[src/sv/sorted_timestamp_table_search_core_macros.svh]
// Assertion macros shared by the timestamp table search core.
// Expects signals clk and rst_n in the scope of each use.
`ifndef SORTED_TIMESTAMP_TABLE_SEARCH_CORE_MACROS_SVH
`define SORTED_TIMESTAMP_TABLE_SEARCH_CORE_MACROS_SVH

// Same-cycle implication, checked only out of reset.
`define STTS_ASSERT_NOW(lbl, ante, cons, msg) \
  lbl: assert property (@(posedge clk) disable iff (!rst_n) (ante) |-> (cons)) \
    else $error(msg);

// Next-cycle implication, checked only out of reset.
`define STTS_ASSERT_NEXT(lbl, ante, cons, msg) \
  lbl: assert property (@(posedge clk) disable iff (!rst_n) (ante) |=> (cons)) \
    else $error(msg);

`endif

[src/sv/stts_pkg.sv]
// Shared constants, op codes and controller/datapath interface types
// for the timestamp table search core. No dependencies.
package stts_pkg;

  localparam int TABLE_DEPTH = 1024;
  localparam int TIME_BITS   = 48;
  localparam int IDX_W       = $clog2(TABLE_DEPTH);
  localparam int CNT_W       = IDX_W + 1;
  localparam int OP_W        = 3;

  localparam logic [OP_W-1:0] OP_WRITE = 3'd0;
  localparam logic [OP_W-1:0] OP_LOWER = 3'd1;
  localparam logic [OP_W-1:0] OP_UPPER = 3'd2;
  localparam logic [OP_W-1:0] OP_MEMB  = 3'd3;
  localparam logic [OP_W-1:0] OP_AFTER = 3'd4;
  localparam logic [OP_W-1:0] OP_BEFOR = 3'd5;

  // Controller -> datapath
  typedef struct packed {
    logic accept;       // request taken this cycle
    logic step;         // one halving step on the current probe
    logic prev_rd;      // read the entry before the bound
    logic load_simple;  // result without table search
    logic load_final;   // result from the bound entry
    logic load_prev;    // result from the entry before the bound
  } stts_cmd_t;

  // Datapath -> controller
  typedef struct packed {
    logic is_query;     // incoming op needs a search
    logic n_zero;       // table empty
    logic search_done;  // halving search ends this step
    logic need_prev;    // on-or-before must step back one entry
  } stts_stat_t;

endpackage

[src/sv/stts_ctrl.sv]
// Controller state machine: sequences the halving search, the final
// entry read and the result strobe. Depends on stts_pkg and the macro header.
`include "sorted_timestamp_table_search_core_macros.svh"

module stts_ctrl
  import stts_pkg::*;
(
  input  logic       clk,
  input  logic       rst_n,
  input  logic       start,
  input  stts_stat_t stat,
  output stts_cmd_t  cmd,
  output logic       busy,
  output logic       out_valid
);

  localparam logic [1:0] ST_IDLE = 2'd0;
  localparam logic [1:0] ST_CMP  = 2'd1;
  localparam logic [1:0] ST_FIN  = 2'd2;
  localparam logic [1:0] ST_PREV = 2'd3;

  logic [1:0] state_r, state_nxt;
  logic       out_valid_r, out_valid_nxt;

  assign busy = (state_r != ST_IDLE);

  always_comb begin
    state_nxt = state_r;
    cmd       = '0;
    unique case (state_r)
      ST_IDLE: begin
        if (start) begin
          cmd.accept = 1'b1;
          if (stat.is_query && !stat.n_zero) begin
            state_nxt = ST_CMP;
          end else begin
            cmd.load_simple = 1'b1;
          end
        end
      end
      ST_CMP: begin
        cmd.step = 1'b1;
        if (stat.search_done) begin
          state_nxt = ST_FIN;
        end
      end
      ST_FIN: begin
        if (stat.need_prev) begin
          cmd.prev_rd = 1'b1;
          state_nxt   = ST_PREV;
        end else begin
          cmd.load_final = 1'b1;
          state_nxt      = ST_IDLE;
        end
      end
      ST_PREV: begin
        cmd.load_prev = 1'b1;
        state_nxt     = ST_IDLE;
      end
      default: begin
        state_nxt = ST_IDLE;
      end
    endcase
    out_valid_nxt = cmd.load_simple || cmd.load_final || cmd.load_prev;
  end

  always_ff @(posedge clk) begin
    if (!rst_n) begin
      state_r     <= ST_IDLE;
      out_valid_r <= 1'b0;
    end else begin
      state_r     <= state_nxt;
      out_valid_r <= out_valid_nxt;
    end
  end

  assign out_valid = out_valid_r;

  `STTS_ASSERT_NEXT(a_query_searches, start && !busy && stat.is_query && !stat.n_zero, state_r == ST_CMP && !out_valid_r, "query on loaded table did not enter search")
  `STTS_ASSERT_NEXT(a_done_to_final, state_r == ST_CMP && stat.search_done, state_r == ST_FIN, "search end did not reach final read")
  `STTS_ASSERT_NEXT(a_prev_responds, state_r == ST_PREV, out_valid_r && state_r == ST_IDLE, "step-back read gave no result")
  `STTS_ASSERT_NOW(a_strobe_source, out_valid_r, $past(state_r == ST_IDLE && start) || $past(state_r == ST_FIN) || $past(state_r == ST_PREV), "result strobe without a finished request")

endmodule

[config.mk]
export PLATFORM = sky130hd
export DESIGN_NAME = stts_ctrl
export DESIGN_NICKNAME = d
export VERILOG_FILES = /design/src/sv/stts_pkg.sv /design/src/sv/stts_ctrl.sv
export VERILOG_INCLUDE_DIRS = /design/src /design/src/sv
export SDC_FILE = /design/constraint.sdc
export NUM_CORES = 1
export LEC_CHECK = 0
export BUFFER_PORTS_ARGS = -buffer_cell sky130_fd_sc_hd__buf_2
export CAP_MARGIN = 5
export CORE_AREA = 2 2 39 41
export CTS_CLUSTER_DIAMETER = 30
export DETAILED_ROUTE_END_ITERATION = 6
export DIE_AREA = 0 0 41 43
export GPL_TIMING_DRIVEN = 0
export PLACE_DENSITY = 0.45
export SYNTH_ARGS = -nofsm -noshare
export SYNTH_HDL_FRONTEND = slang
export SYNTH_SLANG_ARGS = --single-unit
[constraint.sdc]
create_clock -name clk -period 2.7 [get_ports clk]
set_clock_uncertainty 0.15 [all_clocks]
set_input_delay 0.81 -clock clk [delete_from_list [all_inputs] [get_ports clk]]
set_output_delay 0.81 -clock clk [all_outputs]
set_load 0.005 [all_outputs]
==> flow_metrics.env <==
export IMPL_dieWidth_um=41
export IMPL_post_cts_buffers=0
export IMPL_synthCells=21
export IMPL_worstSetupPathType="primary input to output pin"
export IMPL_drt_pre_antenna_iters=1
export IMPL_htree_levels=1
export IMPL_finalHoldViolCount=0
export IMPL_ys_ff_latch=3
export IMPL_max_freq_mhz=427
export IMPL_io_pins=15
export IMPL_finalCritPeriodShare_pct=86.8
export IMPL_cts_root_buf="clkbuf_4"
export IMPL_grt_pass1_wl_um=669
export IMPL_clk_latency_ps=230
export IMPL_rsz0062_at_grt="no"
export IMPL_drive_gt1_share_pct=56.4
export IMPL_worst_path_max_fanout=2
export IMPL_grt_antenna_before_repair=0
export IMPL_antenna_cells=0
export IMPL_cts_resized=0
export IMPL_synth_area_um2=174
export IMPL_vias=197
export IMPL_comb_power_share_pct=13.1
export IMPL_ys_seq_area_share_pct=34.5
export IMPL_post_route_drc_count=0
export IMPL_clkPwrFrac_pct=54.3
export IMPL_die_y_um=43
export IMPL_seqPwrFrac_pct=32.5
export IMPL_status="completed"
export IMPL_areaGrowthSynthToFinish_pct=66.9
export IMPL_start_util_pct=12.6
export IMPL_grt_max_degree=8
export IMPL_critical_path_arrival_ps=1380
export IMPL_yosysUniqueCellTypes=15
export IMPL_cts_made_buffers=3
export IMPL_gp_congestion=0.577
export IMPL_cp_end_kind="output pin"
export IMPL_p_per_area_nw_per_um2=513
export IMPL_worstMarginPinSlew_ps=209
export IMPL_synth_fp_nets=28
export IMPL_grt_pass1_vias=169
export IMPL_wire_per_inst_um=8.47
export IMPL_internal_power_w=0.000114
export IMPL_p_leak_nw=0.159
export IMPL_cts_sinks=3
export IMPL_ir_drop_v=0.000108
export IMPL_avgSynthCellArea_um2=8.28
export IMPL_required_ps=1740
export IMPL_finalPower_w=0.000149
export IMPL_die_area_um2=1760
export IMPL_gr_total_overflow=0
export IMPL_finalSetupTns_ps=0
export IMPL_cts_tree="yes"
export IMPL_path_clk_slew_ps=40
export IMPL_ys_warn_count=0
export IMPL_port_buffers=14
export IMPL_cts_buffer_depth=2
export IMPL_ctsHoldBuffers=0
export IMPL_hold_class="flop to flop"
export IMPL_fin_crit_ps=2340
export IMPL_max_slew_margin_rel_pct=86.1
export IMPL_row_count=14
export IMPL_antenna_left=0
export IMPL_via_per_inst=3.58
export IMPL_grtUsageTotal_pct=6.72
export IMPL_fin_area_um2=290
export IMPL_start_kind="primary input"
export IMPL_finalSetupViolCount=0
export IMPL_slew_viol_final=0
export IMPL_whs_ps=463
export IMPL_final_nets=47
export IMPL_hpwl_um=342
export IMPL_swShare_pct=23.6
export IMPL_cap_violations=0
export IMPL_first_iter_violations=0
export IMPL_placed_area_um2=264
export IMPL_power_switching_w=0.0000351
export IMPL_routed_wl_um=466
export IMPL_fin_util_pct=21.0
export IMPL_core_area_um2=1380
through the flow:
step | cells | setup slack [ps]
after detailed placement | 51 | 353
after global placement | 51 | 357
after floorplan | 21 | 542
after CTS | 55 | 351
after global routing | 55 | 329
final | 55 | 356
kinds of logic (layout without fill, tap and decap cells):
family	after synthesis	count (layout)	share of synthesized area, %
AOI/OAI and AO/OA	4	4	15.1
DFF	3	3	34.5
and+or+nand+nor	11	11	43.9
buffers and inverters	3	21	6.47
per-layer routing:
| layer | share of wire (%) | vias up | global-route usage (%) |
|---|---|---|---|
| met5 | 0 | - | 0 |
| met2 | 45 | 10 | 8.13 |
| li1 | - | 103 | - |
| met1 | 42 | 82 | 6.41 |
| met3 | 9.7 | 2 | 4.71 |
| met4 | 1.9 | 0 | 8.00 |
power by group through the flow:
| stage | Clock (W) | Combinational [W] | Sequential [W] |
|---|---|---|---|
| 2_1_floorplan | 0 | 0.00000938 | 0.0000487 |
| 3_3_place_gp | 0 | 0.0000199 | 0.0000490 |
| 3_5_place_dp | 0 | 0.0000198 | 0.0000490 |
| 4_1_cts | 0.0000827 | 0.0000200 | 0.0000485 |
| 5_1_grt | 0.0000910 | 0.0000221 | 0.0000487 |
| 6_report | 0.0000809 | 0.0000196 | 0.0000484 |
cells in the mapped netlist (all sizes together):
master / instances / area share (%)
nand2b: 1 / 3.6
nor3b: 2 / 12
o21a: 1 / 4.3
nand3: 1 / 2.9
and2b: 2 / 10
nand2: 2 / 4.3
inv: 3 / 6.5
a31oi: 1 / 3.6
or2: 1 / 3.6
a21boi: 1 / 4.3
dfxtp: 3 / 35
a21oi: 1 / 2.9
nor2b: 1 / 3.6
and2: 1 / 4.3
registers in the layout (all words and copies together), names as in the netlist:
signal / cells
state_r: 2
out_valid: 1
critical path, cell delays in order:
cell	delay, ps
buf_2	90
nor2b_1	120
and2b_2	240
buf_2	120
final timing paths:
check                           depth (start not counted)  slack (ps)          to        from
worst max-delay path                                    4         360      cmd[2]     stat[2]
worst max register to register                          3        1550   out_valid  state_r[1]
worst min-delay path                                    2         460  state_r[1]  state_r[1]
worst min register to register                          2         460  state_r[1]  state_r[1]
cell type report:
class	instances	area, um^2
tap	16	20.0
sequential	3	60.1
fill	167	1090
clock buffer	4	26.3
timing repair buffer	14	70.1
inverter	3	11.3
multi-input combinational	15	103
layout by cell type, fill, tap and decap left out:
cell,instances
nor3b_2,1
nand2b_1,1
or2_2,1
a21boi_0,1
inv_1,3
buf_2,14
dfxtp_1,3
nor3b_1,1
nand3_1,1
a31oi_1,1
o21a_1,1
and2_2,1
nand2_1,2
nor2b_1,1
clkbuf_1,1
a21oi_1,1
and2b_2,2
clkbuf_4,3
(Power assumes the default switching activity.)
